`src/sv/rrlh_pkg.sv`:
```
`default_nettype none
// ----------------------------------------------------------------------------
// rrlh_pkg
// Shared widths, register indexes, reset values and the command and status
// structures that join the controller and the datapath of the latency
// histogram block.
// ----------------------------------------------------------------------------
package rrlh_pkg;

    localparam int ADDR_W      = 32;
    localparam int TS_W        = 64;
    localparam int LAT_W       = 32;
    localparam int CNT_W       = 16;
    localparam int SUM_W       = 48;
    localparam int BIN_INDEX_W = 6;
    localparam int CFG_INDEX_W = 3;
    localparam int CFG_DATA_W  = 32;
    localparam int IN_TDATA_W  = 128;
    localparam int OUT_TDATA_W = 152;

    // Configuration register indexes.
    localparam logic [CFG_INDEX_W-1:0] REG_REQUEST_SOURCE       = 3'd0;
    localparam logic [CFG_INDEX_W-1:0] REG_REQUEST_DESTINATION  = 3'd1;
    localparam logic [CFG_INDEX_W-1:0] REG_RESPONSE_SOURCE      = 3'd2;
    localparam logic [CFG_INDEX_W-1:0] REG_RESPONSE_DESTINATION = 3'd3;
    localparam logic [CFG_INDEX_W-1:0] REG_SAMPLE_LIMIT         = 3'd4;
    localparam logic [CFG_INDEX_W-1:0] REG_BIN_WIDTH            = 3'd5;

    // Register reset values.
    localparam logic [ADDR_W-1:0] RST_REQUEST_SOURCE       = 32'hc0a8_001e;
    localparam logic [ADDR_W-1:0] RST_REQUEST_DESTINATION  = 32'hc0a8_00c8;
    localparam logic [ADDR_W-1:0] RST_RESPONSE_SOURCE      = 32'hc0a8_00c8;
    localparam logic [ADDR_W-1:0] RST_RESPONSE_DESTINATION = 32'hc0a8_000a;
    localparam logic [CNT_W-1:0]  RST_SAMPLE_LIMIT         = 16'd10000;
    localparam logic [CNT_W-1:0]  RST_BIN_WIDTH            = 16'd1000;

    // Result kinds carried on tuser.
    localparam logic KIND_SAMPLE = 1'b0;
    localparam logic KIND_BIN    = 1'b1;

    typedef struct packed {
        logic capture;      // latch the accepted request
        logic eval;         // phase decision and latency subtract
        logic update;       // totals update and divider load
        logic div_step;     // one quotient bit
        logic bin_rd;       // read the bin selected by the quotient
        logic bin_wr;       // write back the incremented bin
        logic load_sample;  // load a latency result into the output register
        logic dump_rd;      // read the bin selected by the dump counter
        logic load_dump;    // load a bin result into the output register
        logic dump_next;    // advance the dump counter
    } rrlh_cmd_t;

    typedef struct packed {
        logic sample;       // the captured request completes a pair
        logic div_last;     // final divider step
        logic halt_now;     // sample limit reached
        logic out_free;     // output register can take a result
        logic dump_last;    // dump counter at the last bin
    } rrlh_status_t;

endpackage
`default_nettype wire

```
`src/sv/request_response_latency_histogram.sv`:
```
`default_nettype none
// ----------------------------------------------------------------------------
// request_response_latency_histogram
// Measures request-to-response latency between two configured address pairs
// and keeps totals and a histogram, dumped once at the sample limit.
// ----------------------------------------------------------------------------
// The block takes one packet request at a time. A packet that does not
// complete a request/response pair is accepted and then evaluated. A matched
// response also passes through the totals update, the divider steps, a read
// and a write of the single-port histogram memory and the output load: the bin
// index comes from a divider that produces one quotient bit per cycle. When the
// sample limit is reached, the latency result is followed by one result per bin,
// each as a memory read, then output, after which the block takes and drops
// every request until reset. The histogram is cleared at reset by per-bin valid
// flags, so no clearing pass is needed. Results pass through one output
// register; the block keeps accepting while a result waits there.
// ----------------------------------------------------------------------------
module request_response_latency_histogram #(
    parameter int NUM_BINS = 60
) (
    input  wire logic                              clk,
    input  wire logic                              rst_n,
    input  wire logic                              cfg_we,
    input  wire logic [rrlh_pkg::CFG_INDEX_W-1:0]  cfg_index,
    input  wire logic [rrlh_pkg::CFG_DATA_W-1:0]   cfg_data,
    input  wire logic                              s_tvalid,
    output logic                                   s_tready,
    // source_address, dest_address, timestamp_us
    input  wire logic [rrlh_pkg::IN_TDATA_W-1:0]   s_tdata,
    output logic                                   m_tvalid,
    input  wire logic                              m_tready,
    // latency, sample_count, latency_sum, latency_max, bin_index, bin_value
    output logic [rrlh_pkg::OUT_TDATA_W-1:0]       m_tdata,
    // kind
    output logic                                   m_tuser,
    output logic                                   m_tlast
);
    import rrlh_pkg::*;

    rrlh_cmd_t    cmd;
    rrlh_status_t status;

    rrlh_ctrl u_ctrl (
        .clk      (clk),
        .rst_n    (rst_n),
        .s_tvalid (s_tvalid),
        .s_tready (s_tready),
        .status   (status),
        .cmd      (cmd)
    );

    rrlh_datapath #(
        .NUM_BINS (NUM_BINS)
    ) u_datapath (
        .clk       (clk),
        .rst_n     (rst_n),
        .cfg_we    (cfg_we),
        .cfg_index (cfg_index),
        .cfg_data  (cfg_data),
        .s_tdata   (s_tdata),
        .cmd       (cmd),
        .status    (status),
        .m_tvalid  (m_tvalid),
        .m_tready  (m_tready),
        .m_tdata   (m_tdata),
        .m_tuser   (m_tuser),
        .m_tlast   (m_tlast)
    );

endmodule
`default_nettype wire

```
`src/sv/rrlh_ctrl.sv`:
```
`default_nettype none
// ----------------------------------------------------------------------------
// rrlh_ctrl
// Sequencer for the latency histogram: takes one request at a time, steps the
// datapath through evaluation, update, division and bin update, then issues
// the result and, at the sample limit, the bin dump before halting.
// ----------------------------------------------------------------------------
module rrlh_ctrl (
    input  wire logic                  clk,
    input  wire logic                  rst_n,
    input  wire logic                  s_tvalid,
    output logic                       s_tready,
    input  wire rrlh_pkg::rrlh_status_t status,
    output rrlh_pkg::rrlh_cmd_t        cmd
);
    import rrlh_pkg::*;

    typedef enum logic [9:0] {
        ST_IDLE  = 10'b00_0000_0001,
        ST_EVAL  = 10'b00_0000_0010,
        ST_UPD   = 10'b00_0000_0100,
        ST_DIV   = 10'b00_0000_1000,
        ST_RD    = 10'b00_0001_0000,
        ST_WR    = 10'b00_0010_0000,
        ST_EMIT  = 10'b00_0100_0000,
        ST_DRD   = 10'b00_1000_0000,
        ST_DOUT  = 10'b01_0000_0000,
        ST_HALT  = 10'b10_0000_0000
    } state_t;

    state_t state_reg;
    state_t state_next;

    always_ff @(posedge clk or negedge rst_n)
    begin
        if (!rst_n)
        begin
            state_reg <= ST_IDLE;
        end
        else
        begin
            state_reg <= state_next;
        end
    end

    always_comb
    begin
        state_next = state_reg;
        cmd        = '0;
        s_tready   = 1'b0;
        case (state_reg)
            ST_IDLE:
            begin
                s_tready    = 1'b1;
                cmd.capture = s_tvalid;
                if (s_tvalid)
                begin
                    state_next = ST_EVAL;
                end
            end
            ST_EVAL:
            begin
                cmd.eval   = 1'b1;
                state_next = status.sample ? ST_UPD : ST_IDLE;
            end
            ST_UPD:
            begin
                cmd.update = 1'b1;
                state_next = ST_DIV;
            end
            ST_DIV:
            begin
                cmd.div_step = 1'b1;
                if (status.div_last)
                begin
                    state_next = ST_RD;
                end
            end
            ST_RD:
            begin
                cmd.bin_rd = 1'b1;
                state_next = ST_WR;
            end
            ST_WR:
            begin
                cmd.bin_wr = 1'b1;
                state_next = ST_EMIT;
            end
            ST_EMIT:
            begin
                if (status.out_free)
                begin
                    cmd.load_sample = 1'b1;
                    state_next      = status.halt_now ? ST_DRD : ST_IDLE;
                end
            end
            ST_DRD:
            begin
                cmd.dump_rd = 1'b1;
                state_next  = ST_DOUT;
            end
            ST_DOUT:
            begin
                if (status.out_free)
                begin
                    cmd.load_dump = 1'b1;
                    if (status.dump_last)
                    begin
                        state_next = ST_HALT;
                    end
                    else
                    begin
                        cmd.dump_next = 1'b1;
                        state_next    = ST_DRD;
                    end
                end
            end
            ST_HALT:
            begin
                // Requests are still taken, but dropped until reset.
                s_tready   = 1'b1;
                state_next = ST_HALT;
            end
            default:
            begin
                state_next = ST_IDLE;
            end
        endcase
    end

endmodule
`default_nettype wire

```
`src/sv/rrlh_datapath.sv`:
```
`default_nettype none
// ----------------------------------------------------------------------------
// rrlh_datapath
// Configuration registers, pair matching, latency totals, a bit-per-cycle
// bin divider, the histogram memory and the output register.
// ----------------------------------------------------------------------------
module rrlh_datapath #(
    parameter int NUM_BINS = 60
) (
    input  wire logic                                clk,
    input  wire logic                                rst_n,
    input  wire logic                                cfg_we,
    input  wire logic [rrlh_pkg::CFG_INDEX_W-1:0]    cfg_index,
    input  wire logic [rrlh_pkg::CFG_DATA_W-1:0]     cfg_data,
    input  wire logic [rrlh_pkg::IN_TDATA_W-1:0]     s_tdata,
    input  wire rrlh_pkg::rrlh_cmd_t                 cmd,
    output rrlh_pkg::rrlh_status_t                   status,
    output logic                                     m_tvalid,
    input  wire logic                                m_tready,
    output logic [rrlh_pkg::OUT_TDATA_W-1:0]         m_tdata,
    output logic                                     m_tuser,
    output logic                                     m_tlast
);
    import rrlh_pkg::*;

    localparam int AW = (NUM_BINS > 1) ? $clog2(NUM_BINS) : 1;
    localparam int DW = AW + CNT_W;
    localparam int CW = (AW > 1) ? $clog2(AW) : 1;
    localparam int PAD_W = OUT_TDATA_W - (LAT_W + CNT_W + SUM_W + LAT_W
                                          + BIN_INDEX_W + CNT_W);

    // Configuration.
    logic [ADDR_W-1:0] req_src_reg;
    logic [ADDR_W-1:0] req_dst_reg;
    logic [ADDR_W-1:0] rsp_src_reg;
    logic [ADDR_W-1:0] rsp_dst_reg;
    logic [CNT_W-1:0]  limit_reg;
    logic [CNT_W-1:0]  width_reg;

    // Captured request.
    logic [ADDR_W-1:0] src_reg;
    logic [ADDR_W-1:0] dst_reg;
    logic [LAT_W-1:0]  ts_reg;

    // Running state.
    logic              phase_reg;
    logic [LAT_W-1:0]  req_time_reg;
    logic [LAT_W-1:0]  lat_reg;
    logic [CNT_W-1:0]  samples_reg;
    logic [SUM_W-1:0]  sum_reg;
    logic [LAT_W-1:0]  max_reg;

    // Divider.
    logic [DW-1:0]     rem_reg;
    logic [DW-1:0]     dvs_reg;
    logic [AW-1:0]     quot_reg;
    logic [CW-1:0]     cnt_reg;
    logic              in_range_reg;

    // Histogram.
    logic [CNT_W-1:0]    mem [NUM_BINS];
    logic [NUM_BINS-1:0] bin_valid_reg;
    logic [CNT_W-1:0]    rd_data_reg;
    logic                rd_valid_reg;
    logic [AW-1:0]       idx_reg;

    // Output register.
    logic                   out_valid_reg;
    logic [OUT_TDATA_W-1:0] out_data_reg;
    logic                   out_kind_reg;
    logic                   out_last_reg;

    logic                   req_match;
    logic                   rsp_match;
    logic [CNT_W-1:0]       width_eff;
    logic [DW-1:0]          range_limit;
    logic [SUM_W:0]         sum_ext;
    logic                   div_ge;
    logic [AW-1:0]          rd_addr;
    logic [CNT_W-1:0]       bin_cur;
    logic [CNT_W-1:0]       bin_inc;
    logic                   out_free;
    logic [CNT_W-1:0]       res_bin_value;
    logic [BIN_INDEX_W-1:0] res_bin_index;

    assign req_match   = (src_reg == req_src_reg) && (dst_reg == req_dst_reg);
    assign rsp_match   = (src_reg == rsp_src_reg) && (dst_reg == rsp_dst_reg);
    assign width_eff   = (width_reg == '0) ? CNT_W'(1) : width_reg;
    assign range_limit = DW'(NUM_BINS) * DW'(width_eff);
    assign sum_ext     = {1'b0, sum_reg} + (SUM_W + 1)'(lat_reg);
    assign div_ge      = (rem_reg >= dvs_reg);
    assign rd_addr     = cmd.dump_rd ? idx_reg : quot_reg;
    assign bin_cur     = rd_valid_reg ? rd_data_reg : '0;
    assign bin_inc     = (bin_cur == {CNT_W{1'b1}}) ? bin_cur : bin_cur + CNT_W'(1);
    assign out_free    = !out_valid_reg || m_tready;

    assign res_bin_value = rd_valid_reg ? rd_data_reg : '0;
    assign res_bin_index = BIN_INDEX_W'(idx_reg);

    assign status.sample    = phase_reg && rsp_match;
    assign status.div_last  = (cnt_reg == '0);
    assign status.halt_now  = !(samples_reg < limit_reg);
    assign status.out_free  = out_free;
    assign status.dump_last = (idx_reg == AW'(NUM_BINS - 1));

    always_ff @(posedge clk or negedge rst_n)
    begin
        if (!rst_n)
        begin
            req_src_reg <= RST_REQUEST_SOURCE;
            req_dst_reg <= RST_REQUEST_DESTINATION;
            rsp_src_reg <= RST_RESPONSE_SOURCE;
            rsp_dst_reg <= RST_RESPONSE_DESTINATION;
            limit_reg   <= RST_SAMPLE_LIMIT;
            width_reg   <= RST_BIN_WIDTH;
        end
        else if (cfg_we)
        begin
            case (cfg_index)
                REG_REQUEST_SOURCE:       req_src_reg <= cfg_data;
                REG_REQUEST_DESTINATION:  req_dst_reg <= cfg_data;
                REG_RESPONSE_SOURCE:      rsp_src_reg <= cfg_data;
                REG_RESPONSE_DESTINATION: rsp_dst_reg <= cfg_data;
                REG_SAMPLE_LIMIT:         limit_reg   <= cfg_data[CNT_W-1:0];
                REG_BIN_WIDTH:            width_reg   <= cfg_data[CNT_W-1:0];
                default:                  ;
            endcase
        end
    end

    // Payload registers without reset.
    always_ff @(posedge clk)
    begin
        if (cmd.capture)
        begin
            src_reg <= s_tdata[ADDR_W-1:0];
            dst_reg <= s_tdata[2*ADDR_W-1:ADDR_W];
            ts_reg  <= s_tdata[2*ADDR_W+LAT_W-1:2*ADDR_W];
        end
        if (cmd.eval && !phase_reg && req_match)
        begin
            req_time_reg <= ts_reg;
        end
        if (cmd.eval)
        begin
            // Only the low word of the timestamps matters modulo 2^32.
            lat_reg <= ts_reg - req_time_reg;
        end
        if (cmd.update)
        begin
            rem_reg      <= lat_reg[DW-1:0];
            dvs_reg      <= DW'(width_eff) << (AW - 1);
            quot_reg     <= '0;
            in_range_reg <= (lat_reg < LAT_W'(range_limit));
        end
        else if (cmd.div_step)
        begin
            if (div_ge)
            begin
                rem_reg <= rem_reg - dvs_reg;
            end
            dvs_reg  <= dvs_reg >> 1;
            quot_reg <= AW'({quot_reg, div_ge});
        end
    end

    always_ff @(posedge clk or negedge rst_n)
    begin
        if (!rst_n)
        begin
            phase_reg   <= 1'b0;
            samples_reg <= '0;
            sum_reg     <= '0;
            max_reg     <= '0;
            cnt_reg     <= '0;
            idx_reg     <= '0;
        end
        else
        begin
            if (cmd.eval)
            begin
                phase_reg <= !phase_reg && req_match;
            end
            if (cmd.update)
            begin
                if (samples_reg != {CNT_W{1'b1}})
                begin
                    samples_reg <= samples_reg + CNT_W'(1);
                end
                sum_reg <= sum_ext[SUM_W] ? {SUM_W{1'b1}} : sum_ext[SUM_W-1:0];
                if (lat_reg > max_reg)
                begin
                    max_reg <= lat_reg;
                end
                cnt_reg <= CW'(AW - 1);
            end
            else if (cmd.div_step && cnt_reg != '0)
            begin
                cnt_reg <= cnt_reg - CW'(1);
            end
            if (cmd.dump_next)
            begin
                idx_reg <= idx_reg + AW'(1);
            end
        end
    end

    // Histogram memory; an entry never written since reset reads as zero.
    always_ff @(posedge clk)
    begin
        if (cmd.bin_wr && in_range_reg)
        begin
            mem[quot_reg] <= bin_inc;
        end
        if (cmd.bin_rd || cmd.dump_rd)
        begin
            rd_data_reg  <= mem[rd_addr];
            rd_valid_reg <= bin_valid_reg[rd_addr];
        end
    end

    always_ff @(posedge clk or negedge rst_n)
    begin
        if (!rst_n)
        begin
            bin_valid_reg <= '0;
        end
        else if (cmd.bin_wr && in_range_reg)
        begin
            bin_valid_reg[quot_reg] <= 1'b1;
        end
    end

    always_ff @(posedge clk or negedge rst_n)
    begin
        if (!rst_n)
        begin
            out_valid_reg <= 1'b0;
        end
        else if (cmd.load_sample || cmd.load_dump)
        begin
            out_valid_reg <= 1'b1;
        end
        else if (m_tready)
        begin
            out_valid_reg <= 1'b0;
        end
    end

    always_ff @(posedge clk)
    begin
        if (cmd.load_sample)
        begin
            out_data_reg <= {{PAD_W{1'b0}}, {CNT_W{1'b0}}, {BIN_INDEX_W{1'b0}},
                             max_reg, sum_reg, samples_reg, lat_reg};
            out_kind_reg <= KIND_SAMPLE;
            out_last_reg <= !status.halt_now;
        end
        else if (cmd.load_dump)
        begin
            out_data_reg <= {{PAD_W{1'b0}}, res_bin_value, res_bin_index,
                             max_reg, sum_reg, samples_reg, lat_reg};
            out_kind_reg <= KIND_BIN;
            out_last_reg <= status.dump_last;
        end
    end

    assign m_tvalid = out_valid_reg;
    assign m_tdata  = out_data_reg;
    assign m_tuser  = out_kind_reg;
    assign m_tlast  = out_last_reg;

endmodule
`default_nettype wire
```
`config.mk`:
```
export PLATFORM = sky130hd
export DESIGN_NAME = request_response_latency_histogram
export DESIGN_NICKNAME = d
export VERILOG_FILES = /design/src/sv/rrlh_pkg.sv /design/src/sv/request_response_latency_histogram.sv /design/src/sv/rrlh_ctrl.sv /design/src/sv/rrlh_datapath.sv
export SDC_FILE = /design/constraint.sdc
export NUM_CORES = 2
export LEC_CHECK = 0
export ABC_AREA = 1
export BUFFER_PORTS_ARGS = -buffer_cell sky130_fd_sc_hd__buf_2
export CAP_MARGIN = 20
export CORE_UTILIZATION = 45
export DETAILED_ROUTE_END_ITERATION = 7
export PLACE_DENSITY = 0.62
export SLEW_MARGIN = 20
export SYNTH_ARGS = -nofsm -noshare
export SYNTH_HDL_FRONTEND = slang
export SYNTH_SLANG_ARGS = --single-unit
```
`constraint.sdc`:
```
create_clock -name clk -period 17.55 [get_ports clk]
set_clock_uncertainty 0.15 [all_clocks]
set_input_delay 1.755 -clock clk [delete_from_list [all_inputs] [get_ports clk]]
set_output_delay 1.755 -clock clk [all_outputs]
set_load 0.02 [all_outputs]
```
==> results.toml <==
[clocking]
numCtsBuffers = 177
cts-root-buf = "clkbuf_16"
cts_tree = "yes"
cts_buffer_depth = 3
clk_latency_ps = 830
cts.sinks = 1676
htree_levels = 4
cts_setup_buffers = 0
cts-resized-gates = 0
hold_buffers = 0
clk_pin_slew_ps = 60

[synthesis]
avgSynthCellArea_um2 = 10.2
synth_edf_count = 1305
synth_top_area_frac = 0.516
syn_inst = 7419
ys_types = 55
synth_ff_type = "edfxtp_1"
synth_seq_cells = 1676
synthesis.area_um2 = 75900
ys_warn_count = 0
synth-seq-area-share = 0.637
synth.area.top_cells = "edfxtp_1 52%, nand2_1 10%, dfrtp_1 9.7%"
synth-async-reset-ratio = 0.201
synth_area_leader_cell = "edfxtp_1"
synth.most_common_cell = "nand2_1"
yosys-top-cells-count = "2,092 x nand2_1, 1,305 x edfxtp_1, 793 x inv_1"

[routing]
drc = 0
wl_um = 211000
drtAntennaViolNets = 0
drt-initial-drc-count = 5167
wl_per_cell_um = 20.9
viasPerCell = 5.35
first_pass_iters = 6
vias = 53900

[final_layout]
syn2layout_area_growth_pct = 13.4
stdcell_area_um2 = 86100
fin_cells = 10100
drive_gt1_frac = 0.105
layout.nets = 8108
largest_reg_flops = 960

[sta]
max_slew_margin = 0.252
period_needed_ps = 5770
finalCritPeriodShare = 0.329
finalSetupViolCount = 0
drv_slew = 0
timing.setup.tns_ps = 0
max_freq_mhz = 173
rsz0062_at_grt = "false"
worstMarginPinSlew_ps = 1120
hold_violations = 0

[floorplan]
die_h_um = 413
die_area_um2 = 170000
core_um2 = 167000
initial_core_util = 0.454
die_w_um = 413
io_pins = 324
row_count = 150

[global_route]
grt_use_total = 0.246
grt_pass1_wl_um = 315000
grt_pass1_vias = 50900
antenna_found_initial = 1
grt_max_degree = 206
overflow = 0

[critical_path]
startpoint = "u_datapath.width_reg[12]"
ff2ff_setup_slack_ps = 11780
r2r-start = "u_datapath.width_reg[12]"
worstPathMaxFanout = 7
worst-setup-path-type = "reg2reg"
rr_worst_depth = 21
crit_path_start_kind = "flip-flop"
critPathArrivalTime_ps = 6290
crit_end = "u_datapath.in_range_reg"
required_ps = 18070
regToRegEndpoint = "u_datapath.in_range_reg"
setup.worst_path.end_class = "flip-flop"

[placement]
portBuffers = 289
hpwl_um = 136000
place_congestion = 0.984
dpl.cell_count = 9753
place_area_um2 = 80200

[power]
power_uw = 9660
peakVddDrop_uv = 78.2
p_leak_uw = 0.0356
powerDensity_nw_per_um2 = 112

[hold_path]
hold-path-cell-count = 2
hold_path_class = "reg2reg"

[run_status]
status = "completed"

[run]
max_cap_violations = 0
==> worst max-delay path, stage by stage (launching register included) <==
cell,delay (ps)
dfrtp_1,370
inv_1,260
nand4_1,180
nor3_1,420
inv_1,230
o21ai_0,180
ha_1,320
fa_1,530
inv_1,60
fa_1,390
o21ai_0,320
a31oi_1,200
o21ai_0,490
a21oi_1,170
o21ai_0,250
xor2_1,200
ha_1,250
nand2_1,80
nor2_1,50
a211oi_1,200
o2111ai_1,130
a21oi_1,160
==> metal layers <==
layer,global-route usage,share of wire
met5,0,0
met1,0.336,0.43
met2,0.384,0.46
met3,0.0490,0.072
met4,0.101,0.040
==> per-stage QoR <==
stage	hold slack [ps]	setup slack, ps	utilization
after floorplan	276	9570	-
after global placement	288	11830	0.479
after detailed placement	287	11800	0.479
after CTS	309	11780	0.514
after global routing	327	11320	0.514
final	307	11780	0.514
==> layout by cell type, fill, tap and decap left out, types with 24 or more instances in the layout <==
cell type	instances
nand2_1	2086
edfxtp_1	1305
inv_1	792
nand3_1	608
o21ai_0	491
nor2_1	401
dfrtp_1	293
buf_2	288
a21oi_1	260
ha_1	181
clkbuf_16	179
buf_4	130
o211ai_1	93
xor2_1	74
xnor2_1	61
nor3_1	53
nand4_1	49
clkbuf_1	47
o22ai_1	44
dfstp_2	44
or2_2	38
dfxtp_1	34
fa_1	30
clkinv_2	30
clkinv_1	29
a31oi_1	24
==> logic make-up after synthesis <==
family / after synthesis / share of synthesized area
AO/OA/AOI/OAI: 987 / 0.0723
XOR/XNOR: 148 / 0.0171
adder cells (fa/ha/maj): 211 / 0.0377
buffers and inverters: 1093 / 0.0569
flip-flops: 1676 / 0.637
multiplexers: 2 / 0.000297
other: 1 / 0.0000494
AND/OR/NAND/NOR: 3301 / 0.179
==> power breakdown <==
part	internal [uW]	switching (uW)	leakage [uW]	total, uW
Sequential	4490	131	0.0166	4620
Clock	2100	1620	0.00282	3710
Combinational	459	870	0.0162	1330
==> worst min-delay path by stage <==
stage                                 startpoint                      endpoint  slack (ps)
floorplan                   u_datapath.ts_reg[0]    u_datapath.req_time_reg[0]         280
global placement            u_datapath.ts_reg[0]    u_datapath.req_time_reg[0]         290
detailed placement          u_datapath.ts_reg[0]    u_datapath.req_time_reg[0]         290
CTS                 u_datapath.bin_valid_reg[58]  u_datapath.bin_valid_reg[58]         310
global route                u_datapath.ts_reg[0]    u_datapath.req_time_reg[0]         330
finish              u_datapath.bin_valid_reg[48]  u_datapath.bin_valid_reg[48]         310
==> layout make-up <==
cell class / instances / area (um2)
Antenna cell: 4 / 10.0
Clock buffer: 237 / 4810
Clock inverter: 92 / 1020
Fill cell: 14800 / 81300
Inverter: 800 / 3000
Multi-Input combinational cell: 4651 / 23600
Sequential cell: 1676 / 48400
Tap cell: 2204 / 2760
Timing Repair Buffer: 423 / 2520
(Power assumes the default switching activity.)
